`src/rtl/mmp_pkg.sv`:
```
// mmp_pkg: types and constants shared by the midi message parser
// used by mmp_core and midi_message_parser, depends on nothing else
package mmp_pkg;

    // number of data bytes in a note off, note on or pitch bend message
    localparam int unsigned DATA_BYTES = 2;

    // status byte constants
    localparam logic [7:0] STATUS_FLAG  = 8'h80;
    localparam logic [7:0] SYS_BASE     = 8'hF0;
    localparam logic [7:0] CHANNEL_MASK = 8'h0F;

    // command codes (upper nibble for channel messages, whole byte otherwise)
    localparam logic [7:0] CMD_NOTE_OFF   = 8'h80;
    localparam logic [7:0] CMD_NOTE_ON    = 8'h90;
    localparam logic [7:0] CMD_PITCH_BEND = 8'hE0;
    localparam logic [7:0] CMD_SYS_RESET  = 8'hFF;

    // message kind codes on the result channel
    localparam logic [1:0] KIND_NOTE_OFF   = 2'd0;
    localparam logic [1:0] KIND_NOTE_ON    = 2'd1;
    localparam logic [1:0] KIND_PITCH_BEND = 2'd2;
    localparam logic [1:0] KIND_SYS_RESET  = 2'd3;

    // what the stored status expects next
    typedef enum logic [1:0] {
        MSG_FILTERED = 2'd0,
        MSG_TWO_DATA = 2'd1,
        MSG_NO_DATA  = 2'd2
    } msg_class_t;

    // one completed message
    typedef struct packed {
        logic [1:0] kind;
        logic [3:0] midi_channel;
        logic [6:0] first_data;
        logic [6:0] second_data;
    } mmp_result_t;

endpackage

```
`src/rtl/mmp_core.sv`:
```
// mmp_core: running status state and per-byte message decode
// depends on mmp_pkg
module mmp_core
(
    input  logic                 clk,
    input  logic                 rst_n,
    input  logic                 step,
    input  logic [7:0]           midi_byte,
    output logic                 emit,
    output mmp_pkg::mmp_result_t result
);

    logic [7:0]          status_reg,  status_next;
    logic [6:0]          data0_reg,   data0_next;
    logic [6:0]          data1_reg,   data1_next;
    logic                head_reg,    head_next;
    mmp_pkg::msg_class_t class_reg,   class_next;

    logic [7:0]          cmd;
    logic [1:0]          count;
    logic [1:0]          kind;

    // command of the incoming byte, if it is a status byte
    always_comb
    begin
        if (midi_byte >= mmp_pkg::SYS_BASE)
            cmd = midi_byte;
        else
            cmd = midi_byte & ~mmp_pkg::CHANNEL_MASK;
    end

    // state update for one byte
    always_comb
    begin
        status_next = status_reg;
        data0_next  = data0_reg;
        data1_next  = data1_reg;
        class_next  = class_reg;
        count       = {1'b0, head_reg};
        if ((midi_byte & mmp_pkg::STATUS_FLAG) != 8'h00)
        begin
            status_next = midi_byte;
            count       = 2'd0;
            if (cmd == mmp_pkg::CMD_NOTE_OFF || cmd == mmp_pkg::CMD_NOTE_ON ||
                cmd == mmp_pkg::CMD_PITCH_BEND)
                class_next = mmp_pkg::MSG_TWO_DATA;
            else if (cmd == mmp_pkg::CMD_SYS_RESET)
                class_next = mmp_pkg::MSG_NO_DATA;
            else
                class_next = mmp_pkg::MSG_FILTERED;
        end
        else if (class_reg == mmp_pkg::MSG_TWO_DATA)
        begin
            if (head_reg)
                data1_next = midi_byte[6:0];
            else
                data0_next = midi_byte[6:0];
            count = {1'b0, head_reg} + 2'd1;
        end
    end

    // message completion
    always_comb
    begin
        case (class_next)
            mmp_pkg::MSG_NO_DATA:  emit = 1'b1;
            mmp_pkg::MSG_TWO_DATA: emit = (count == 2'(mmp_pkg::DATA_BYTES));
            default:               emit = 1'b0;
        endcase
        head_next = emit ? 1'b0 : count[0];
    end

    // kind from the upper nibble of the stored status
    always_comb
    begin
        case (status_next & ~mmp_pkg::CHANNEL_MASK)
            mmp_pkg::CMD_NOTE_OFF:   kind = mmp_pkg::KIND_NOTE_OFF;
            mmp_pkg::CMD_NOTE_ON:    kind = mmp_pkg::KIND_NOTE_ON;
            mmp_pkg::CMD_PITCH_BEND: kind = mmp_pkg::KIND_PITCH_BEND;
            default:                 kind = mmp_pkg::KIND_SYS_RESET;
        endcase
        result.kind         = kind;
        result.midi_channel = status_next[3:0];
        result.first_data   = data0_next;
        result.second_data  = data1_next;
    end

    // parser state
    always_ff @(posedge clk or negedge rst_n)
    begin
        if (!rst_n)
        begin
            status_reg <= 8'h00;
            data0_reg  <= 7'h00;
            data1_reg  <= 7'h00;
            head_reg   <= 1'b0;
            class_reg  <= mmp_pkg::MSG_FILTERED;
        end
        else if (step)
        begin
            status_reg <= status_next;
            data0_reg  <= data0_next;
            data1_reg  <= data1_next;
            head_reg   <= head_next;
            class_reg  <= class_next;
        end
    end

endmodule

```
`src/rtl/midi_message_parser.sv`:
```
// midi_message_parser: top level, input register, decode core and result register
// depends on mmp_pkg and mmp_core
//
//  channel  | handshake              | payload
//  ---------+------------------------+------------------------------------------
//  input    | in_valid / in_stall    | midi_byte
//  result   | out_valid / out_stall  | kind, midi_channel, first_data, second_data
//
// one byte a cycle when not stalled: an accepted byte sits in the input register
// and is decoded from there; its message, if any, is registered into the result
// register once that register is free
// throughput is one byte per cycle while the result is not stalled, set by the single input register
// reset clears the running status, stored data and both valid flags
// a stalled result holds the input register; with no stall nothing waits
module midi_message_parser
(
    input  logic       clk,
    input  logic       rst_n,
    input  logic       in_valid,
    output logic       in_stall,
    input  logic [7:0] midi_byte,
    output logic       out_valid,
    input  logic       out_stall,
    output logic [1:0] kind,
    output logic [3:0] midi_channel,
    output logic [6:0] first_data,
    output logic [6:0] second_data
);

    logic                 in_valid_reg, in_valid_next;
    logic [7:0]           byte_reg;
    logic                 out_valid_reg, out_valid_next;
    mmp_pkg::mmp_result_t result_reg;

    logic                 slot_free;
    logic                 go;
    logic                 emit;
    mmp_pkg::mmp_result_t result;

    // stage control
    assign slot_free = !out_valid_reg || !out_stall;
    assign go        = in_valid_reg && slot_free;
    assign in_stall  = in_valid_reg && !slot_free;

    always_comb
    begin
        in_valid_next = in_valid_reg;
        if (!in_stall)
            in_valid_next = in_valid;
        out_valid_next = out_valid_reg;
        if (slot_free)
            out_valid_next = go && emit;
    end

    // decode core
    mmp_core u_core
    (
        .clk       (clk),
        .rst_n     (rst_n),
        .step      (go),
        .midi_byte (byte_reg),
        .emit      (emit),
        .result    (result)
    );

    // valid flags
    always_ff @(posedge clk or negedge rst_n)
    begin
        if (!rst_n)
        begin
            in_valid_reg  <= 1'b0;
            out_valid_reg <= 1'b0;
        end
        else
        begin
            in_valid_reg  <= in_valid_next;
            out_valid_reg <= out_valid_next;
        end
    end

    // payload registers
    always_ff @(posedge clk)
    begin
        if (!in_stall && in_valid)
            byte_reg <= midi_byte;
        if (go && emit)
            result_reg <= result;
    end

    assign out_valid    = out_valid_reg;
    assign kind         = result_reg.kind;
    assign midi_channel = result_reg.midi_channel;
    assign first_data   = result_reg.first_data;
    assign second_data  = result_reg.second_data;

endmodule
```
`config.mk`:
```
export PLATFORM = sky130hd
export DESIGN_NAME = midi_message_parser
export DESIGN_NICKNAME = d
export VERILOG_FILES = /design/src/rtl/mmp_pkg.sv /design/src/rtl/mmp_core.sv /design/src/rtl/midi_message_parser.sv
export SDC_FILE = /design/constraint.sdc
export NUM_CORES = 1
export LEC_CHECK = 0
export BUFFER_PORTS_ARGS = -buffer_cell sky130_fd_sc_hd__buf_4
export CAP_MARGIN = 20
export CELL_PAD_IN_SITES_DETAIL_PLACEMENT = 1
export CELL_PAD_IN_SITES_GLOBAL_PLACEMENT = 1
export CORE_MARGIN = 3
export CORE_UTILIZATION = 50
export DETAILED_ROUTE_END_ITERATION = 7
export HOLD_SLACK_MARGIN = 0.05
export PLACE_DENSITY_LB_ADDON = 0.1
export SYNTH_ARGS = -nofsm -noshare
export SYNTH_HDL_FRONTEND = slang
export SYNTH_SLANG_ARGS = --single-unit
```
`constraint.sdc`:
```
create_clock -name clk -period 8.9 [get_ports clk]
set_input_delay 0 -clock clk [delete_from_list [all_inputs] [get_ports clk]]
set_output_delay 0 -clock clk [all_outputs]
set_load 0.005 [all_outputs]
```
==> results of run 1 <==
[layout make-up]
class	count	area (um2)	area share, %
Timing Repair Buffer	46	375	13.2
Multi-Input combinational cell	82	772	27.1
Clock inverter	3	42.5	1.49
Clock buffer	5	68.8	2.42
Tap cell	52	65.1	2.28
Inverter	2	7.51	0.264
Sequential cell	55	1520	53.3
[logic make-up after synthesis]
| kind of cell | Yosys count | synth area share [%] |
|---|---|---|
| AO/OA/AOI/OAI | 8 | 2.11 |
| XOR/XNOR | 1 | 0.379 |
| multiplexers | 45 | 21.8 |
| flip-flops | 55 | 65.5 |
| adder cells (fa/ha/maj) | 3 | 1.62 |
| buffers and inverters | 5 | 1.30 |
| AND/OR/NAND/NOR | 25 | 7.25 |
[worst max-delay path, stage by stage (launching register included)]
cell      delay, ns
edfxtp_1       0.78
mux2_2         0.41
ha_1           0.31
nor3b_2        0.18
buf_4          0.29
[path summary, 6_finish.rpt]
path / from / to / cells past startpoint
worst max-delay path: byte_reg[7]$_DFFE_PP_ / second_data[5]$_DFFE_PP_ / 4
worst min-delay path: rst_n / u_core.status_reg[2]$_DFFE_PN0P_ / 2
worst max register to register: byte_reg[7]$_DFFE_PP_ / second_data[5]$_DFFE_PP_ / 4
worst min register to register: u_core.data0_reg[2]$_DFFE_PN0P_ / u_core.data0_reg[2]$_DFFE_PN0P_ / 1
max in group asynchronous: rst_n / u_core.data1_reg[4]$_DFFE_PN0P_ / 2
min in group clk: midi_byte[0] / byte_reg[0]$_DFFE_PP_ / 2
[cell usage in the layout (no fill, tap or decap), drive strengths merged, types with 3 or more instances in the layout]
cell type,n
buf,34
clkbuf,5
dfrtp,27
dlygate4sd3,12
edfxtp,28
ha,3
inv,3
mux2,43
nand2,6
nand2b,5
nor2,3
o21ai,3
[layer usage]
layer,global-route usage [%],vias to the layer above,part of all wire [%]
met5,0,-,0
met4,3.02,0,0.17
met3,5.14,2,4.9
met2,32.8,38,52
met1,23.8,695,43
li1,-,622,-
[what timing repair did]
item                                    4_1_cts  5_1_grt
hold endpoints to repair                     37        0
hold buffers                                 12        0
endpoints found under the setup margin        0        0
[power groups by stage]
stage / combinational, mW / sequential [mW] / clock, mW
2_1_floorplan: 0.0822 / 0.339 / 0
3_3_place_gp: 0.0973 / 0.346 / 0
3_5_place_dp: 0.103 / 0.351 / 0
4_1_cts: 0.108 / 0.345 / 0.169
5_1_grt: 0.119 / 0.351 / 0.180
6_report: 0.106 / 0.345 / 0.166
==> metrics.txt, run 1 <==
Hold Fails Final Rpt 0; yosys warns 0; filler cell count 402; Starting DRT DRC Count 96; Setup CP Type flip-flop to flip-flop; combinational share of power 17.2%; final std cells w/o fill 245; worst hold path class primary input to asynchronous set/reset pin; pwr dens 217 mW/mm2; Clock Power Share 26.9%; EDFF count, synth 28; DRC Markers 0; Switching Share 23.6%; Finished Cell Area 0.00285 mm2; worst-skew pair later-pin latency 0.30 ns; clock buffer depth 2; leading area contributor after synthesis edfxtp_1; total chip power 0.617 mW; Critical Path RT 8.89 ns; hpwl dp 3.22 mm; placed instance count 225; Int Pwr 0.472 mW; Starting Density 52.4%; vias in the first global route 1461; Worst R2R Setup Slack 6.59 ns; top-count cell post-synth mux2_2; Placement Setup Slack 6.62 ns; post-cts resize count 0; post-layout util 64.5%; Arr. time, crit path 2.30 ns; first-pass GRT wire length 7.56 mm; Via density 5.54; Worst Clk Skew 0.00639 ns; DP Area 0.00262 mm2; NetSw 0.145 mW; VDD IR max 0.000115 V; Final nets 207; Max H-tree Level 2; Slew Viols, Final 0; count of cell types in the netlist 28; RSZ-0062 raised after global routing no; pin count of the biggest net entering global routing 28; Synth area leaders edfxtp_1 (36%), dfrtp_1 (29%), mux2_2 (21%), ha_1 (1.6%), nand2b_1 (1.4%); Peak Freq 434 MHz; Post-synth top flop edfxtp_1; crit share post-route 25.9%; share of the synthesized area in the top cell type 36.3%; FP Rows 24; Post-synth ARST share 49.1%; sequential cell fraction of total power 55.9%; synthesized net count 157; status finished clean; ANT cells 0; DR WL/cell 18.9 um; CP startpoint kind flip-flop; antenna-violating nets left 0; Mapped Area 0.00231 mm2; TritonCTS clock tree yes; # clock sinks 55; Area growth syn-to-layout 23.1%; setup_tns 0 ns; Synth Instances 142; CTS Buf Count 5; antenna violations before repair 0; share of cells above drive strength 1 46.6%; global placer's final weighted congestion 0.738; setup bufs post-CTS 0; final setup fails 0; die width 74.0 um; drt pass-1 iters 4; register bit total from synthesis 55; die span in y 74.0 um; grt ovf 0; IO Count 34; Tmin final 2.31 ns; Crit. End Element flip-flop; Hold WS 0.153 ns; sequential element share of the synthesized area 65.5%; maxcap violations 0; Final Worst Setup Slack 6.59 ns; CORE AREA 0.00441 mm2; final WL 4.64 mm; total track usage 18.8%; worst-path fanout max 20; Avg Inst Size Synth 16.3 um2; Root Buffer clkbuf_8; Reg clk slew, reported paths 0.10 ns; slew margin rel. 52.5%; Commonest cells post-synth mux2_2 (43), edfxtp_1 (28), dfrtp_1 (27); die area 0.00548 mm2; static leakage 1.17 nW; slew at the pin closest to its max-slew limit 0.709 ns; IO Port Bufs 33; via count 1357
Power figures use the tool's default switching activity.
==> run 2, diff against run 1 <==
ABC_AREA = 1   (was default)
CORE_UTILIZATION = 39   (was 50)
clock period = 2 ns   (was 8.9 ns; I/O delays follow)
==> metrics.txt, run 2 <==
DRC Markers 0 (unchanged); final setup fails 20 (+20); Hold Fails Final Rpt 0 (unchanged); Tmin final 2.06 ns (-0.246 ns); share of cells above drive strength 1 25.1% (-22 points); VDD IR max 0.000461 V (+300%); die width 86.8 um (+17%); Peak Freq 486 MHz (+12%); sequential element share of the synthesized area 59.5% (-6.0 points); slew at the pin closest to its max-slew limit 0.378 ns (-0.331 ns); Mapped Area 0.00255 mm2 (+10%); Root Buffer clkbuf_8; Synth Instances 265 (+87%); vias in the first global route 2124 (+45%); worst-path fanout max 6 (-70%); EDFF count, synth 28 (unchanged); Hold WS 0.140 ns (-0.0135 ns); Placement Setup Slack -0.0395 ns (-6.66 ns); IO Port Bufs 33 (unchanged); global placer's final weighted congestion 0.810 (+9.7%); setup_tns -0.979 ns (-0.979 ns); Max H-tree Level 2 (unchanged); share of the synthesized area in the top cell type 33.0% (-3.4 points); Final Worst Setup Slack -0.0594 ns (-6.65 ns); CP startpoint kind flip-flop; pin count of the biggest net entering global routing 28 (unchanged); register bit total from synthesis 55 (unchanged); drt pass-1 iters 4 (unchanged); IO Count 34 (unchanged); Reg clk slew, reported paths 0.11 ns (about the same); maxcap violations 0 (unchanged); commonest non-fill, non-tap cells in the layout nand2_1 (76), buf_4 (50), inv_1 (37); first-pass GRT wire length 10.1 mm (+34%); status complete, but fails checks; DR WL/cell 15.2 um (-20%); Worst Clk Skew 0.00940 ns (+0.00300 ns); Commonest cells post-synth nand2_1 (77), inv_1 (41), edfxtp_1 (28); Critical Path RT 2.09 ns (-6.80 ns); worst hold path class primary input to asynchronous set/reset pin; antenna-violating nets left 0 (unchanged); crit share post-route 103% (+77 points); post-layout util 53.3% (-11 points); Avg Inst Size Synth 9.62 um2 (-41%); CORE AREA 0.00613 mm2 (+39%); yosys warns 0 (unchanged); synthesized net count 280 (+78%); slew margin rel. 74.8% (+22 points); antenna violations before repair 0 (unchanged); Via density 4.89 (-12%); Storage cell area 0.00152 mm2 (unchanged); Synth area leaders edfxtp_1 (33%), dfrtp_1 (27%), nand2_1 (11%), inv_1 (6.0%), nand3_1 (3.5%); clock buffer depth 2 (unchanged); die area 0.00754 mm2 (+38%); Arr. time, crit path 2.15 ns (-0.15 ns); count of cell types in the netlist 25 (-11%); total track usage 17.5% (-1.2 points); Post-synth top flop edfxtp_1; grt ovf 0 (unchanged); via count 1964 (+45%); filler cell count 691 (+72%); failing checks negative setup slack; Post-synth ARST share 49.1% (unchanged); CTS Buf Count 5 (unchanged); # clock sinks 55 (unchanged); Crit. End Element flip-flop; area of the multi-input gates 843 um2 (+9.2%); worst-skew pair later-pin latency 0.31 ns (about the same); leading area contributor after synthesis edfxtp_1; Starting DRT DRC Count 104 (+8.3%); TritonCTS clock tree yes; final WL 6.13 mm (+32%); Setup CP Type flip-flop to flip-flop; RSZ-0062 raised after global routing yes; Slew Viols, Final 0 (unchanged); ANT cells 0 (unchanged); pwr dens 808 mW/mm2 (+270%); hpwl dp 4.22 mm (+31%); Starting Density 41.6% (-11 points); commonest non-fill, non-tap cell in the layout nand2_1; top-count cell post-synth nand2_1; die span in y 86.8 um (+17%); Final nets 341 (+65%); total chip power 2.64 mW (+330%); Area growth syn-to-layout 28.2%; static leakage 1.55 nW (+32%); FP Rows 28 (+17%)
run 2: cell types whose count changed after synthesis, moves of 4 or more:
cell / delta
and2_1: +13
nand3_1: +16
buf_2: +4
nand2b_1: -5
mux2_2: -43
nor2_1: +4
nand2_1: +72
inv_1: +39
nand4_1: +12
o21ai_1: +9
run 2: logic make-up (layout without fill, tap and decap cells):
kind of cell    count (synthesis)  after routing  synth area share, %
fa+ha+maj                       3              3                 1.47
simple gates                  135            135                 25.9
buf+inv                        54            116                 9.33
flops                          55             55                 59.5
xor+xnor                        1              1                0.344
compound gates                 17             17                 3.44
run 2: report_power, final:
| group | switching, mW | total [mW] | internal [mW] |
|---|---|---|---|
| clock | 0.379 | 0.631 | 0.251 |
| sequential | 0.0663 | 1.42 | 1.35 |
| combinational | 0.351 | 0.594 | 0.244 |
| total | 0.796 | 2.64 | 1.84 |
run 2: path summary, 6_finish.rpt:
check	to	cells past startpoint	from	slack, ns
min in group clk	byte_reg[0]$_DFFE_PP_	2	midi_byte[0]	0.41
worst min-delay path	u_core.data1_reg[2]$_DFFE_PN0P_	2	rst_n	0.14
max in group asynchronous	u_core.data1_reg[4]$_DFFE_PN0P_	2	rst_n	1.58
worst min register to register	u_core.status_reg[7]$_DFFE_PN0P_	2	u_core.status_reg[7]$_DFFE_PN0P_	0.48
worst max register to register	second_data[6]$_DFFE_PP_	10	byte_reg[6]$_DFFE_PP_	-0.06
worst max-delay path	second_data[6]$_DFFE_PP_	10	byte_reg[6]$_DFFE_PP_	-0.06
run 2: through the flow:
stage,instance area (um2),instances
6_report,3270,402
5_1_grt,3270,402
4_1_cts,3170,397
3_5_place_dp,2940,375
3_3_place_gp,2940,375
2_1_floorplan,2550,265
run 2: timing repair:
| item | 4_1_cts | 5_1_grt |
|---|---|---|
| setup buffers | 3 | 4 |
| endpoints found under the setup margin | 20 | 20 |
| gates resized for setup | 2 | 12 |
| pin swaps | 1 | 5 |
| hold endpoints to repair | 37 | 0 |
| hold buffers | 11 | 0 |
| gates cloned | 0 | 1 |
run 2: per-layer routing:
layer	global-route usage (%)	vias to the layer above	part of all wire (%)
li1	-	967	-
met5	0	-	0
met2	30.5	37	51
met1	22.2	958	44
met4	4.82	0	0.55
met3	3.23	2	3.7
run 2: worst max-delay path, cell delays in order, from the launching register on:
cell	delay (ns)
edfxtp_1	0.47
buf_4	0.17
o21ai_2	0.15
o21ai_2	0.09
buf_4	0.13
ha_1	0.17
inv_1	0.07
nand2_2	0.07
nand3_4	0.10
clkinvlp_4	0.19
clkbuf_16	0.21
run 2: cell type report:
cell class                      count  share of cell area (%)
Multi-Input combinational cell    156                    25.8
Clock buffer                        5                    2.11
Timing Repair Buffer               64                    16.9
Sequential cell                    55                    46.4
Clock inverter                      3                   0.766
Inverter                           44                    5.17
Tap cell                           75                    2.87
